<file path="config.mk">
export PLATFORM = sky130hd
export DESIGN_NAME = display_mode_selector
export DESIGN_NICKNAME = d
export VERILOG_FILES = /design/src/design/dms_pkg.sv /design/src/design/display_mode_selector.sv
export VERILOG_INCLUDE_DIRS = /design/src /design/src/design
export SDC_FILE = /design/constraint.sdc
export NUM_CORES = 1
export LEC_CHECK = 0
export BUFFER_PORTS_ARGS = -buffer_cell sky130_fd_sc_hd__buf_2
export CAP_MARGIN = 40
export CORE_MARGIN = 3
export CORE_UTILIZATION = 35
export CTS_CLUSTER_SIZE = 25
export DETAILED_ROUTE_END_ITERATION = 16
export GPL_TIMING_DRIVEN = 0
export PLACE_DENSITY_LB_ADDON = 0.08
export SLEW_MARGIN = 20
export SYNTH_ARGS = -nofsm -noshare
export SYNTH_HDL_FRONTEND = slang
export SYNTH_SLANG_ARGS = --single-unit
</file>
<file path="constraint.sdc">
create_clock -name aclk -period 7.67 [get_ports aclk]
set_input_delay 1.534 -clock aclk [delete_from_list [all_inputs] [get_ports aclk]]
set_output_delay 1.534 -clock aclk [all_outputs]
set_load 0.02 [all_outputs]
</file>
<file path="src/design/display_mode_selector_macros.svh">
// assertion macros for the display mode selector
// used by the top level only, no other dependencies
`ifndef DISPLAY_MODE_SELECTOR_MACROS_SVH
`define DISPLAY_MODE_SELECTOR_MACROS_SVH

// same-cycle implication, disabled during reset
`define DMS_ASSERT_IMPLY(label, clk, rst_n, ante, cons, msg) \
    label: assert property (@(posedge clk) disable iff (!rst_n) (ante) |-> (cons)) \
        else $error(msg);

// next-cycle implication, disabled during reset
`define DMS_ASSERT_NEXT(label, clk, rst_n, ante, cons, msg) \
    label: assert property (@(posedge clk) disable iff (!rst_n) (ante) |=> (cons)) \
        else $error(msg);

`endif

</file>
<file path="src/design/dms_pkg.sv">
// shared types and constants for the display mode selector
// no dependencies
package dms_pkg;

    localparam int DIM_W     = 16;
    localparam int IDX_W     = 6;
    localparam int AREA_W    = 2 * DIM_W;
    localparam int APB_ADDR_W = 4;
    localparam int APB_DATA_W = 32;
    localparam int REG_SEL_W = 2;

    localparam logic [REG_SEL_W-1:0] REG_REQ_WIDTH  = 2'd0;
    localparam logic [REG_SEL_W-1:0] REG_REQ_HEIGHT = 2'd1;
    localparam logic [REG_SEL_W-1:0] REG_AXIS_LIMIT = 2'd2;

    localparam int IN_TDATA_W  = 3 * DIM_W;
    localparam int OUT_TDATA_W = 24;

    // one mode after the area and limit stage
    typedef struct packed {
        logic [AREA_W-1:0] area;
        logic [DIM_W-1:0]  refresh;
        logic              exceeds;
        logic              size_match;
        logic              preferred;
        logic              last;
    } mode_info_t;

    // result item, first field in the highest bits
    typedef struct packed {
        logic [IDX_W-1:0] downscale_index;
        logic             downscale_found;
        logic [IDX_W-1:0] preferred_index;
        logic [IDX_W-1:0] match_index;
        logic             match_found;
    } result_t;

    localparam int RESULT_W = $bits(result_t);

endpackage

</file>
<file path="src/design/display_mode_selector.sv">
// display mode selector top level: apb registers, mode pipeline, result register
// depends on dms_pkg and display_mode_selector_macros.svh
//
// Takes one display mode per cycle on the s_ stream, lists ending with tlast, and
// gives one result item on the m_ stream per list once its last mode has passed the
// area stage (area multiply and limit compare) and the running-best update. Sustained
// rate is one mode per cycle unless a last mode is held up; the running-best update
// stage (one 32-bit area compare against the stored best) sets that figure. Only a
// result waiting in the output register with m_tready low holds up a last mode, and
// modes behind it wait too. Modes beyond MAX_MODES in a list are ignored.
// Registers: requested width at 0x0, requested height at 0x4, axis limit at 0x8.
module display_mode_selector #(
    parameter int MAX_MODES = 64
) (
    input  logic                                aclk,
    input  logic                                aresetn,
    // apb configuration port
    input  logic                                psel,
    input  logic                                penable,
    input  logic                                pwrite,
    input  logic [dms_pkg::APB_ADDR_W-1:0]      paddr,
    input  logic [dms_pkg::APB_DATA_W-1:0]      pwdata,
    output logic [dms_pkg::APB_DATA_W-1:0]      prdata,
    output logic                                pready,
    // mode stream
    input  logic                                s_tvalid,
    output logic                                s_tready,
    // mode_width, mode_height, mode_refresh
    input  logic [dms_pkg::IN_TDATA_W-1:0]      s_tdata,
    // mode_preferred
    input  logic                                s_tuser,
    input  logic                                s_tlast,
    // result stream
    output logic                                m_tvalid,
    input  logic                                m_tready,
    // match_found, match_index, preferred_index, downscale_found, downscale_index
    output logic [dms_pkg::OUT_TDATA_W-1:0]     m_tdata
);

    localparam int CNT_W = $clog2(MAX_MODES + 1);

    // configuration registers
    logic [dms_pkg::DIM_W-1:0] req_width_reg;
    logic [dms_pkg::DIM_W-1:0] req_height_reg;
    logic [dms_pkg::DIM_W-1:0] axis_limit_reg;
    logic [dms_pkg::REG_SEL_W-1:0] reg_sel;
    logic cfg_write;

    // input stage
    logic a_valid_reg;
    logic [dms_pkg::DIM_W-1:0] a_width_reg;
    logic [dms_pkg::DIM_W-1:0] a_height_reg;
    logic [dms_pkg::DIM_W-1:0] a_refresh_reg;
    logic a_pref_reg;
    logic a_last_reg;
    logic a_ready;

    // area stage
    logic b_valid_reg;
    dms_pkg::mode_info_t b_reg;
    dms_pkg::mode_info_t b_next;
    logic b_ready;
    logic b_adv;

    // list state
    logic [CNT_W-1:0] cnt_reg, cnt_next;
    logic [CNT_W+5:0] cnt_ext;
    logic [dms_pkg::IDX_W-1:0] pos;
    logic in_range;
    logic have_match_reg, have_match_next;
    logic [dms_pkg::IDX_W-1:0] match_pos_reg, match_pos_next;
    logic have_pref_reg, have_pref_next;
    logic [dms_pkg::IDX_W-1:0] pref_pos_reg, pref_pos_next;
    logic pref_big_reg, pref_big_next;
    logic first_big_reg, first_big_next;
    logic have_best_reg, have_best_next;
    logic [dms_pkg::IDX_W-1:0] best_pos_reg, best_pos_next;
    logic [dms_pkg::AREA_W-1:0] best_area_reg, best_area_next;
    logic [dms_pkg::DIM_W-1:0] best_rate_reg, best_rate_next;
    logic too_big;
    logic need;

    // output stage
    logic m_valid_reg;
    dms_pkg::result_t m_data_reg;
    dms_pkg::result_t result;
    logic out_ready;

    // apb
    assign pready    = 1'b1;
    assign reg_sel   = paddr[3:2];
    assign cfg_write = psel && penable && pwrite && pready;

    always_ff @(posedge aclk) begin
        if (!aresetn) begin
            req_width_reg  <= '0;
            req_height_reg <= '0;
            axis_limit_reg <= '0;
        end else if (cfg_write) begin
            case (reg_sel)
                dms_pkg::REG_REQ_WIDTH:  req_width_reg  <= pwdata[dms_pkg::DIM_W-1:0];
                dms_pkg::REG_REQ_HEIGHT: req_height_reg <= pwdata[dms_pkg::DIM_W-1:0];
                dms_pkg::REG_AXIS_LIMIT: axis_limit_reg <= pwdata[dms_pkg::DIM_W-1:0];
                default: ;
            endcase
        end
    end

    always_comb begin
        case (reg_sel)
            dms_pkg::REG_REQ_WIDTH:  prdata = {16'd0, req_width_reg};
            dms_pkg::REG_REQ_HEIGHT: prdata = {16'd0, req_height_reg};
            dms_pkg::REG_AXIS_LIMIT: prdata = {16'd0, axis_limit_reg};
            default:                 prdata = '0;
        endcase
    end

    // handshake chain
    assign out_ready = !m_valid_reg || m_tready;
    assign b_adv     = b_valid_reg && (!b_reg.last || out_ready);
    assign b_ready   = !b_valid_reg || b_adv;
    assign a_ready   = !a_valid_reg || b_ready;
    assign s_tready  = a_ready;

    // input register
    always_ff @(posedge aclk) begin
        if (!aresetn) begin
            a_valid_reg <= 1'b0;
        end else if (a_ready) begin
            a_valid_reg <= s_tvalid;
        end
    end

    always_ff @(posedge aclk) begin
        if (s_tvalid && a_ready) begin
            a_width_reg   <= s_tdata[15:0];
            a_height_reg  <= s_tdata[31:16];
            a_refresh_reg <= s_tdata[47:32];
            a_pref_reg    <= s_tuser;
            a_last_reg    <= s_tlast;
        end
    end

    // area and limit checks
    always_comb begin
        b_next.area       = a_width_reg * a_height_reg;
        b_next.refresh    = a_refresh_reg;
        b_next.exceeds    = (a_width_reg > axis_limit_reg) || (a_height_reg > axis_limit_reg);
        b_next.size_match = (a_width_reg == req_width_reg) && (a_height_reg == req_height_reg);
        b_next.preferred  = a_pref_reg;
        b_next.last       = a_last_reg;
    end

    always_ff @(posedge aclk) begin
        if (!aresetn) begin
            b_valid_reg <= 1'b0;
        end else if (b_ready) begin
            b_valid_reg <= a_valid_reg;
        end
    end

    always_ff @(posedge aclk) begin
        if (a_valid_reg && b_ready) begin
            b_reg <= b_next;
        end
    end

    // running selection
    assign cnt_ext  = {6'd0, cnt_reg};
    assign pos      = cnt_ext[5:0];
    assign in_range = cnt_reg < CNT_W'(MAX_MODES);

    always_comb begin
        cnt_next        = cnt_reg;
        have_match_next = have_match_reg;
        match_pos_next  = match_pos_reg;
        have_pref_next  = have_pref_reg;
        pref_pos_next   = pref_pos_reg;
        pref_big_next   = pref_big_reg;
        first_big_next  = first_big_reg;
        have_best_next  = have_best_reg;
        best_pos_next   = best_pos_reg;
        best_area_next  = best_area_reg;
        best_rate_next  = best_rate_reg;
        if (in_range) begin
            if (!have_match_reg && b_reg.size_match) begin
                have_match_next = 1'b1;
                match_pos_next  = pos;
            end
            if (!have_pref_reg && b_reg.preferred) begin
                have_pref_next = 1'b1;
                pref_pos_next  = pos;
                pref_big_next  = b_reg.exceeds;
            end
            if (cnt_reg == '0) begin
                first_big_next = b_reg.exceeds;
            end
            if (!b_reg.exceeds && ((b_reg.area > best_area_reg) ||
                                   (b_reg.area == best_area_reg &&
                                    b_reg.refresh > best_rate_reg))) begin
                have_best_next = 1'b1;
                best_pos_next  = pos;
                best_area_next = b_reg.area;
                best_rate_next = b_reg.refresh;
            end
            cnt_next = cnt_reg + 1'b1;
        end
    end

    always_comb begin
        too_big                = have_pref_next ? pref_big_next : first_big_next;
        need                   = too_big && have_best_next;
        result.match_found     = have_match_next;
        result.match_index     = have_match_next ? match_pos_next : '0;
        result.preferred_index = have_pref_next ? pref_pos_next : '0;
        result.downscale_found = need;
        result.downscale_index = need ? best_pos_next : '0;
    end

    always_ff @(posedge aclk) begin
        if (!aresetn || (b_adv && b_reg.last)) begin
            cnt_reg        <= '0;
            have_match_reg <= 1'b0;
            match_pos_reg  <= '0;
            have_pref_reg  <= 1'b0;
            pref_pos_reg   <= '0;
            pref_big_reg   <= 1'b0;
            first_big_reg  <= 1'b0;
            have_best_reg  <= 1'b0;
            best_pos_reg   <= '0;
            best_area_reg  <= '0;
            best_rate_reg  <= '0;
        end else if (b_adv) begin
            cnt_reg        <= cnt_next;
            have_match_reg <= have_match_next;
            match_pos_reg  <= match_pos_next;
            have_pref_reg  <= have_pref_next;
            pref_pos_reg   <= pref_pos_next;
            pref_big_reg   <= pref_big_next;
            first_big_reg  <= first_big_next;
            have_best_reg  <= have_best_next;
            best_pos_reg   <= best_pos_next;
            best_area_reg  <= best_area_next;
            best_rate_reg  <= best_rate_next;
        end
    end

    // result register
    always_ff @(posedge aclk) begin
        if (!aresetn) begin
            m_valid_reg <= 1'b0;
        end else if (b_adv && b_reg.last) begin
            m_valid_reg <= 1'b1;
        end else if (m_tready) begin
            m_valid_reg <= 1'b0;
        end
    end

    always_ff @(posedge aclk) begin
        if (b_adv && b_reg.last) begin
            m_data_reg <= result;
        end
    end

    assign m_tvalid = m_valid_reg;
    assign m_tdata  = {(dms_pkg::OUT_TDATA_W - dms_pkg::RESULT_W)'(0), m_data_reg};

`include "display_mode_selector_macros.svh"

    `DMS_ASSERT_IMPLY(a_match_idx_zero, aclk, aresetn, m_valid_reg && !m_data_reg.match_found, m_data_reg.match_index == '0, "match index set without a match")
    `DMS_ASSERT_IMPLY(a_down_idx_zero, aclk, aresetn, m_valid_reg && !m_data_reg.downscale_found, m_data_reg.downscale_index == '0, "downscale index set without a choice")
    `DMS_ASSERT_IMPLY(a_cnt_bound, aclk, aresetn, 1'b1, cnt_reg <= CNT_W'(MAX_MODES), "mode count past limit")
    `DMS_ASSERT_NEXT(a_clear_after_last, aclk, aresetn, b_adv && b_reg.last, cnt_reg == '0 && !have_best_reg && m_valid_reg, "list state not cleared after last item")

endmodule
</file>
# ---- Yosys cells after proc, flatten, opt, wreduce, memory -nomap -nowiden
# Index checks and enable logic that the tools add are counted.
dict set report op_classes {
  n_reduce_logical 35
  n_mux 20
  eq_ne 5
  n_shift 0
  n_mul 1
  n_lt_le_gt_ge 5
  div_mod_pow 0
  n_addsub 1
  bitwise 0
}
# op count
set op_table {}
lappend op_table {{16-bit > comparator} 3}
lappend op_table {{16-bit case mux with 3 select lines} 1}
lappend op_table {{6-bit two-way mux} 6}
lappend op_table {{16-bit == test} 2}
lappend op_table {{32-bit == test} 1}
lappend op_table {{32-bit > comparator} 1}
lappend op_table {{16-bit by 16-bit multiplier with 32-bit output} 1}
lappend op_table {{1-bit two-way mux} 13}
lappend op_table {{1-bit logical AND} 12}
lappend op_table {{1-bit zero test} 8}
lappend op_table {{2-bit AND reduction} 4}
lappend op_table {{7-bit by 1-bit adder with 7-bit output (second input constant)} 1}
lappend op_table {{7-bit zero test} 1}
lappend op_table {{1-bit logical OR} 7}
lappend op_table {{7-bit less-than comparator (second input constant)} 1}
lappend op_table {{3-bit AND reduction} 1}
lappend op_table {{2-bit by 1-bit == test with 1-bit output (second input constant)} 1}
lappend op_table {{2-bit == test (second input constant)} 1}
lappend op_table {{2-bit zero test} 1}
lappend op_table {{2-bit nonzero test} 1}
dict set report totals {
  ff_bits 251
  out_inout_bits 59
  ram_bits 0
  mem_count 0
  input_bits 93
  wordCells 100
  latch_bits 0
  rom_bits 0
}

# ---- Logic depth before layout (Yosys ltp)
# Gate-level depths: netlist of run 1.
dict set report depth {
  ltp_word 7
  ltp_mapped 24
  ltp_nobuf 23
}

# ---- Worst setup path before layout of run 1
# OpenSTA, ideal clock, no wires.
dict set report synth_timing {
  kind {register to register}
  from {register a_height_reg[1] (netlist name)}
  to {register b_reg[48] (netlist name) (data pin)}
  n_path_buf 2
  setup_ps 266
  arrival_time_ps 6164
  path_stages_with_launch 23
  required_ps 7404
  path_slack_ps 1239
  period_less_slack_ps 6431
  path_cell_list {edfxtp_1 > clkbuf_1 > clkbuf_1 > nand2_1 > fa_1 > fa_1 > fa_1 > fa_1 > inv_1 > fa_1 > inv_1 > fa_1 > inv_1 > ha_1 > a211oi_1 > o21ai_1 > a211oi_2 > o21ai_2 > a2111oi_4 > o31ai_4 > a221oi_2 > or4b_1 > nand4b_1}
}
# element line_no
set synth_lines {}
lappend synth_lines {{start, declared} display_mode_selector.sv:52} ;# logic [dms_pkg::DIM_W-1:0] a_height_reg;
lappend synth_lines {{start signal, assigned} display_mode_selector.sv:137} ;# a_height_reg <= s_tdata[31:16];
lappend synth_lines {{end signal, assigned} display_mode_selector.sv:164} ;# b_reg <= b_next;
lappend synth_lines {{end, declared} display_mode_selector.sv:60} ;# dms_pkg::mode_info_t b_reg;

==> results of run 1 <==
[metal layers]
layer	up-vias	track usage	share of wire	wire [um]
li1	6981	-	-	-
met1	6890	0.237	0.45	23900
met2	252	0.313	0.49	25800
met3	71	0.0248	0.038	2010
met4	0	0.0491	0.028	1490
met5	-	0	0	0
[cell type report]
cell class	count	area, sq um	area share
inverters	307	1150	0.0506
well taps	756	946	0.0415
flip-flops and latches	251	6250	0.274
repair buffers	124	694	0.0305
multi-input cells	1419	12200	0.536
plain buffers	109	549	0.0241
clock inverters	5	55.1	0.00242
clock buffers	51	932	0.0409
[cell families (layout without fill, tap and decap cells)]
| family | Yosys count | count (layout) | share of synthesized area |
|---|---|---|---|
| and+or+nand+nor | 635 | 635 | 0.147 |
| buffers and inverters | 416 | 596 | 0.0842 |
| adders and majority gates | 380 | 380 | 0.310 |
| DFF | 251 | 251 | 0.312 |
| AOI/OAI and AO/OA | 244 | 244 | 0.0815 |
| muxes | 80 | 80 | 0.0400 |
| xor gates and xnor gates | 59 | 59 | 0.0258 |
| other | 2 | 21 | 0.000375 |
[cells in the final DEF (no fill, tap or decap), drive strengths merged, types with 29 or more instances in the layout]
cell,count
mux2i,80
and2,122
a21boi,50
nand2,302
dfxtp,129
ha,186
xor2,41
edfxtp,122
o21ai,62
inv,307
clkbuf,130
nor2,108
fa,194
a21oi,46
buf,153
a21o,29
[power by group]
group          total (W)  internal (W)  switching, W
Clock            0.00139      0.000825      0.000570
Combinational    0.00724       0.00315       0.00409
Sequential       0.00198       0.00188      0.000104
[how the worst max path moves through the flow]
stage | endpoint | cells after the start | from
after floorplan | b_reg[48] | 22 | a_height_reg[1]
after global placement | b_reg[48] | 22 | a_width_reg[8]
after detailed placement | b_reg[48] | 23 | a_height_reg[8]
after CTS | b_reg[48] | 23 | a_height_reg[8]
after global routing | b_reg[48] | 20 | a_width_reg[15]
final | b_reg[48] | 21 | a_width_reg[7]
[repair_timing]
item | 4_1_cts | 5_1_grt
hold buffers | 0 | 0
setup buffers | 0 | 4
resized for setup | 0 | 22
endpoints found under the setup margin | 0 | 2
[through the flow]
step           setup WS [ns]  utilization  cells
2_1_floorplan           1.24            -   2086
3_3_place_gp           0.290        0.383   2954
3_5_place_dp           0.219        0.384   2960
4_1_cts                0.194        0.402   3016
5_1_grt               0.0517        0.403   3022
6_report               0.407        0.403   3022
==> impl_metrics.yaml, run 1 <==
status:
  run_status: "completed"
placement:
  io_buffers: 112
  gp_congestion: 0.862
  placed_cell_area_sq_mm: 0.0217
  dp_hpwl_um: 41500
synth:
  ys.flop_type: "dfxtp_1"
  synth_largest_area_cell: "fa_1"
  ys_seq_elements: 251
  async_reset_ff_frac: 0
  synth_top_area_share: 0.194
  seq_area_frac_synth: 0.312
  avgSynthCellArea_sq_um: 9.70
  yosysWarnings: 0
  synthTopCellsByArea: "fa_1 (19%), edfxtp_1 (18%), dfxtp_1 (13%)"
  netlist_area_sq_mm: 0.0200
  synth_commonest_cells: "inv_1 (307), nand2_1 (301), fa_1 (194), ha_1 (186), dfxtp_1 (129)"
  netlist-cell-type-count: 62
  synthCells: 2067
  yosys.cell_count.top_type: "inv_1"
  synth_edf_count: 122
layout:
  fillCellCount: 5654
  largest_reg_flops: 52
  stdcell_area_sq_mm: 0.0228
  syn_to_final_growth_pct: 13.6
  insertedDiodeCount: 0
  nets: 2715
  drive_gt1_frac: 0.0975
clocking:
  htree_levels: 1
  clkSlewWorstSetupHoldPaths_ns: 0.06
  clk_latency_ns: 0.59
  cts_tree: "yes"
  clock_path_buffers: 3
  numClockSinks: 251
  cts-buffers-inserted: 30
  cts-root-buf: "clkbuf_16"
floorplanning:
  die_area_sq_mm: 0.0602
  floorplan.initialDensity: 0.355
  die_x_um: 245
  dieHeight_um: 245
  ios: 152
  rows: 87
  core_sq_mm: 0.0565
power_and_ir_drop:
  ir_worst_vdd_mv: 0.497
  power_w: 0.0106
  p_leak_nw: 9.86
  powerDensity_mw_per_mm2: 466
worst_setup_path:
  critical_path_arrival_ns: 7.57
  critical_path_buf_inv_count: 4
  crit_path_max_fanout: 10
  r2r-start: "a_width_reg[7]"
  worst_path_most_repeated_cell: "fa_1"
  reg2regPathDepth: 21
  regToRegEndpoint: "b_reg[48]"
  crit_family: "adder cells"
  cpPeakStageDelay_ns: 0.66
  crit_slowest_cell: "edfxtp_1"
  setup.worst_path.start_class: "flop"
  reg2reg_slack_ns: 0.41
  end_kind: "flop"
  required_ns: 7.98
  worstSetupPathType: "flop to flop"
  path_cells: "clkbuf_1, nand2_1, fa_1, fa_1, fa_1, fa_1, inv_1, fa_1, inv_1, fa_1, inv_1, ha_1, a211oi_1, o21ai_1, a211oi_2, o21ai_2, a2111oi_4, o31ai_4, a221oi_2, or4b_1, nand4b_1"
detailed_routing:
  drc: 0
  drt-pass1-iter-count: 5
  viasPerCell: 4.70
  drt-wirelength-per-cell_um: 17.6
  ant_nets: 0
  wirelength_um: 53200
  drtIter0Drc: 501
  vias: 14200
timing:
  hold_ws_ns: 0.420
  tns_ns: 0
  period_needed_ns: 7.26
  drv_slew: 0
  rsz0062_at_grt: "false"
  hold_viol_final: 0
  finClkSkew_ns: 0.0223
  final-setup-viol-count: 0
  worst_pin_slew_ns: 0.947
  slew-limit-headroom: 0.368
  period_share: 0.947
  fmax_mhz: 138
min_path:
  min_path_type: "flop to flop"
  hold_depth: 0
  min_from: "a_refresh_reg[5]"
  hold_end: "b_reg[9]"
global_route:
  grt_use_total: 0.181
  grt-ovfl-total: 0
  antenna_found_initial: 1
  grt_pass1_vias: 15000
  grt_pass1_wl_um: 85100
  grt_max_degree: 34
run:
  maxCapViolations: 0
Note: power is estimated with default switching activity, not from simulation.
==> run 2, diff against run 1 <==
--- a/config.mk
+++ b/config.mk
@@ -10,10 +10,12 @@
 export CAP_MARGIN = 40
 export CORE_MARGIN = 3
 export CORE_UTILIZATION = 35
+export CTS_BUF_LIST = sky130_fd_sc_hd__clkbuf_16
 export CTS_CLUSTER_SIZE = 25
 export DETAILED_ROUTE_END_ITERATION = 16
 export GPL_TIMING_DRIVEN = 0
 export PLACE_DENSITY_LB_ADDON = 0.08
+export REMOVE_ABC_BUFFERS = 1
 export SLEW_MARGIN = 20
 export SYNTH_ARGS = -nofsm -noshare
 export SYNTH_HDL_FRONTEND = slang
==> run 2 against run 1 <==
Compared with the run above: clock-buffer cell count is 20 lower; sequential share of layout area is 0.17 points lower; via count is 2.3% lower; largest power group unchanged; fmax is 3.3% higher.
==> impl_metrics.yaml, run 2 (synthesis results as in run 1) <==
worst_setup_path:
  end_kind: "flop"
  setup.worst_path.start_class: "flop"
  crit_slowest_cell: "edfxtp_1"
  worstSetupPathType: "flop to flop"
  cpPeakStageDelay_ns: 0.62
  critical_path_arrival_ns: 7.35
  critical_path_buf_inv_count: 5
  crit_path_max_fanout: 10
  worst_path_most_repeated_cell: "fa_1"
  path_cells: "buf_8, and2_1, fa_1, inv_1, fa_1, fa_1, fa_1, inv_1, fa_1, inv_1, fa_1, inv_1, ha_1, a211oi_1, o21ai_1, a211oi_2, o21ai_2, a2111oi_4, o31ai_4, a221oi_2, or4b_1, nand4b_1"
  required_ns: 8.00
  crit_family: "adder cells"
clocking:
  clock_path_buffers: 3
  cts-buffers-inserted: 30
  cts_tree: "yes"
  cts_setup_buffers: 0
  cts-resized-gates: 0
  htree_levels: 1
  cts-root-buf: "clkbuf_16"
  ctsHoldBuffers: 0
  clkSlewWorstSetupHoldPaths_ns: 0.06
  numClockSinks: 251
  clk_latency_ns: 0.59
layout:
  largest_reg_flops: 52
  layout_common_cells: "inv_1 (308), nand2_1 (300), fa_1 (194), ha_1 (186), dfxtp_1 (129)"
  nets: 2633
  drive_gt1_frac: 0.105
  final_util: 0.405
  syn_to_final_growth_pct: 14.3
  final_common_cell: "inv_1"
  stdcell_area_sq_mm: 0.0229
timing:
  final-setup-viol-count: 0
  slew-limit-headroom: 0.442
  drv_slew: 0
  rsz0062_at_grt: "false"
  period_needed_ns: 7.03
  fmax_mhz: 142
  period_share: 0.916
  worst_pin_slew_ns: 0.837
  finClkSkew_ns: 0.0142
  fin_ws_ns: 0.642
  hold_ws_ns: 0.418
  hold_viol_final: 0
placement:
  dp_slack_ns: 0.681
  dp_hpwl_um: 38000
  placed_cell_area_sq_mm: 0.0218
  io_buffers: 112
  gp_congestion: 0.769
power_and_ir_drop:
  switching_power_w: 0.00482
  p_leak_nw: 9.89
  combPwrFrac: 0.672
  intPower_w: 0.00598
  swShare: 0.446
  clkPwrFrac: 0.143
  power_w: 0.0108
  ir_worst_vdd_mv: 0.523
  powerDensity_mw_per_mm2: 472
  seqPwrFrac: 0.184
detailed_routing:
  drtIter0Drc: 496
  drt-wirelength-per-cell_um: 16.9
  drc: 0
  viasPerCell: 4.72
  drt-pass1-iter-count: 4
  ant_nets: 0
  vias: 13900
  wirelength_um: 49600
global_route:
  grt_pass1_wl_um: 80600
  grt_max_degree: 50
  grt_use_total: 0.168
  grt-ovfl-total: 0
  grt_pass1_vias: 14500
  antenna_found_initial: 1
run:
  maxCapViolations: 0
floorplanning:
  ios: 152
  dieHeight_um: 245
  rows: 87
  die_x_um: 245
  die_area_sq_mm: 0.0602
  core_sq_mm: 0.0565
  floorplan.initialDensity: 0.355
min_path:
  min_path_type: "flop to flop"
status:
  run_status: "completed"
## run 2: worst paths after layout
path	cells after the start	from	slack, ns	end
max	22	a_width_reg[7]	0.64	b_reg[48]
min	0	a_refresh_reg[14]	0.42	b_reg[18]
max reg2reg	22	a_width_reg[7]	0.64	b_reg[48]
min reg2reg	0	a_refresh_reg[14]	0.42	b_reg[18]
## run 2: power by group through the flow
stage               combinational (W)  clock (W)  sequential [W]
floorplan                     0.00561          0         0.00199
global placement              0.00714          0         0.00207
detailed placement            0.00729          0         0.00202
CTS                           0.00735    0.00162         0.00200
global route                  0.00836    0.00167         0.00201
finish                        0.00727    0.00155         0.00199
## run 2: final cells by class
class / instances / area (sq um)
Multi-Input combinational cell: 1419 / 12200
Clock inverter: 25 / 322
Antenna cell: 1 / 2.50
Fill cell: 5553 / 33600
Timing Repair Buffer: 151 / 1230
Clock buffer: 31 / 776
Sequential cell: 251 / 6250
Inverter: 307 / 1150
Tap cell: 756 / 946
## run 2: metrics by stage
step	std cells	setup TNS, ns
finish	2941	0
global route	2940	0
CTS	2937	0
detailed placement	2881	0
global placement	2845	-79.93
floorplan	1977	0
## run 2: routing by layer
layer | vias to the layer above | track usage | share of wire
met2 | 184 | 0.293 | 0.48
li1 | 6810 | - | -
met4 | 0 | 0.0294 | 0.016
met1 | 6823 | 0.228 | 0.48
met5 | - | 0 | 0
met3 | 52 | 0.0197 | 0.028
==> run 3, diff against run 2 <==
--- a/config.mk
+++ b/config.mk
@@ -6,8 +6,10 @@
 export SDC_FILE = /design/constraint.sdc
 export NUM_CORES = 1
 export LEC_CHECK = 0
+export ABC_CLOCK_PERIOD_IN_PS = 7670
 export BUFFER_PORTS_ARGS = -buffer_cell sky130_fd_sc_hd__buf_2
 export CAP_MARGIN = 40
+export CORE_ASPECT_RATIO = 1.4
 export CORE_MARGIN = 3
 export CORE_UTILIZATION = 35
 export CTS_BUF_LIST = sky130_fd_sc_hd__clkbuf_16
@@ -20,3 +22,4 @@
 export SYNTH_ARGS = -nofsm -noshare
 export SYNTH_HDL_FRONTEND = slang
 export SYNTH_SLANG_ARGS = --single-unit
+export TNS_END_PERCENT = 5
==> run 3 against run 2 <==
Compared with the run above: largest power group unchanged; final area down 1.0%; routed wire length fell by 0.36%; clock skew is 0.0051 ns higher; clock power is 10% lower; worst setup slack improved by 0.070 ns.
==> impl_metrics.yaml, run 3 (synthesis results as in run 1) <==
detailed_routing:
  drtIter0Drc: 421
  vias: 13800
  ant_nets: 0
  drt-wirelength-per-cell_um: 17.0
  drc: 0
  viasPerCell: 4.74
  drt-pass1-iter-count: 4
  wirelength_um: 49400
global_route:
  antenna_found_initial: 0
  grt_max_degree: 42
  grt_pass1_vias: 14700
  grt_pass1_wl_um: 79700
  grt-ovfl-total: 0
  grt_use_total: 0.165
floorplanning:
  ios: 152
  dieHeight_um: 289
  floorplan.initialDensity: 0.354
  die_x_um: 208
  die_area_sq_mm: 0.0602
  rows: 103
  core_sq_mm: 0.0566
clocking:
  clkSlewWorstSetupHoldPaths_ns: 0.06
  cts-resized-gates: 0
  clock_path_buffers: 3
  ctsHoldBuffers: 0
  cts_setup_buffers: 0
  cts_tree: "yes"
  numClockSinks: 251
  clk_latency_ns: 0.56
  cts-buffers-inserted: 27
  cts-root-buf: "clkbuf_16"
  htree_levels: 1
worst_setup_path:
  end_kind: "flop"
  cpPeakStageDelay_ns: 0.89
  path_cells: "nand2_1, fa_1, fa_1, fa_1, fa_1, inv_1, fa_1, inv_1, fa_1, inv_1, ha_1, a211oi_1, o21ai_1, a211oi_2, o21ai_2, a2111oi_4, o31ai_4, a221oi_2, or4b_1, nand4b_1"
  worstSetupPathType: "flop to flop"
  crit_slowest_cell: "edfxtp_1"
  r2r-start: "a_height_reg[1]"
  required_ns: 7.96
  regToRegEndpoint: "b_reg[48]"
  crit_path_max_fanout: 18
  setup.worst_path.start_class: "flop"
  reg2regPathDepth: 20
  reg2reg_slack_ns: 0.71
  critical_path_arrival_ns: 7.25
  worst_path_most_repeated_cell: "fa_1"
power_and_ir_drop:
  p_leak_nw: 9.82
  intPower_w: 0.00583
  seqPwrFrac: 0.190
  powerDensity_mw_per_mm2: 462
  ir_worst_vdd_mv: 0.437
  swShare: 0.444
  switching_power_w: 0.00466
  clkPwrFrac: 0.132
  combPwrFrac: 0.678
timing:
  slew-limit-headroom: 0.435
  hold_viol_final: 0
  fmax_mhz: 144
  worst_pin_slew_ns: 0.826
  period_share: 0.907
  rsz0062_at_grt: "false"
  period_needed_ns: 6.96
  drv_slew: 0
  fin_ws_ns: 0.712
  final-setup-viol-count: 0
  finClkSkew_ns: 0.0193
  tns_ns: 0
placement:
  placed_cell_area_sq_mm: 0.0217
  dp.cells: 2855
  dp_hpwl_um: 38500
  gp_congestion: 0.806
  dp_slack_ns: 0.650
  io_buffers: 112
run:
  maxCapViolations: 0
layout:
  final_util: 0.401
  layout_common_cells: "inv_1 (313), nand2_1 (300), fa_1 (194), ha_1 (186), dfxtp_1 (129)"
  final_common_cell: "inv_1"
  fin_cells: 2910
  syn_to_final_growth_pct: 13.1
  drive_gt1_frac: 0.0979
  largest_reg_flops: 52
  insertedDiodeCount: 0
  stdcell_area_sq_mm: 0.0227
  nets: 2627
min_path:
  hold_depth: 0
  hold_end: "b_reg[8]"
  min_from: "a_refresh_reg[4]"
  min_path_type: "flop to flop"
status:
  run_status: "completed"
==> run 3: changes by cell type in the layout (fill, tap and decap cells not counted), sizes merged <==
cell,before,now
inv,309,314
buf,150,146
clkbuf,31,28
clkinv,12,9
clkinvlp,5,1
diode,1,0
==> run 3: layout make-up <==
type / count / area [sq um]
tap: 735 / 920
sequential: 251 / 6250
multi-input combinational: 1419 / 12200
fill: 5601 / 33900
inverter: 307 / 1150
clock inverter: 23 / 264
clock buffer: 27 / 676
timing repair buffer: 148 / 1190
==> run 3: worst max-delay path, delay by kind of cell, from the launching register on <==
kind,cells,cell delay (ns)
fa+ha+maj,7,3.42
simple gates,3,0.46
buf+inv,3,0.14
flops,1,0.89
compound gates,7,1.75
==> run 3: worst max-delay path by stage <==
stage                    start                to  slack, ns  cells after the start
2_1_floorplan         m_tready  best_area_reg[0]       1.27                      7
3_3_place_gp         b_reg[51]  best_area_reg[1]      -1.66                      9
3_5_place_dp   a_height_reg[1]         b_reg[48]       0.65                     20
4_1_cts        a_height_reg[1]         b_reg[48]       0.64                     20
5_1_grt        a_height_reg[1]         b_reg[48]       0.26                     20
6_report       a_height_reg[1]         b_reg[48]       0.71                     20
==> run 3: metal layers <==
| metal | vias up | part of all wire | global-route usage |
|---|---|---|---|
| li1 | 6797 | - | - |
| met1 | 6713 | 0.42 | 0.197 |
| met2 | 209 | 0.53 | 0.315 |
| met3 | 65 | 0.032 | 0.0184 |
| met4 | 0 | 0.025 | 0.0454 |
| met5 | - | 0 | 0 |
==> run 3: through the flow <==
step | hold slack (ns) | total power (W)
floorplan | 0.400 | 0.00760
global placement | 0.406 | 0.00911
detailed placement | 0.405 | 0.00922
CTS | 0.423 | 0.0107
global route | 0.427 | 0.0117
finish | 0.420 | 0.0105
==> run 3: power by group through the flow <==
stage / combinational [W] / clock [W] / sequential (W)
detailed placement: 0.00719 / 0 / 0.00203
CTS: 0.00724 / 0.00145 / 0.00200
global placement: 0.00704 / 0 / 0.00207
finish: 0.00711 / 0.00139 / 0.00199
floorplan: 0.00561 / 0 / 0.00199
global route: 0.00821 / 0.00149 / 0.00201
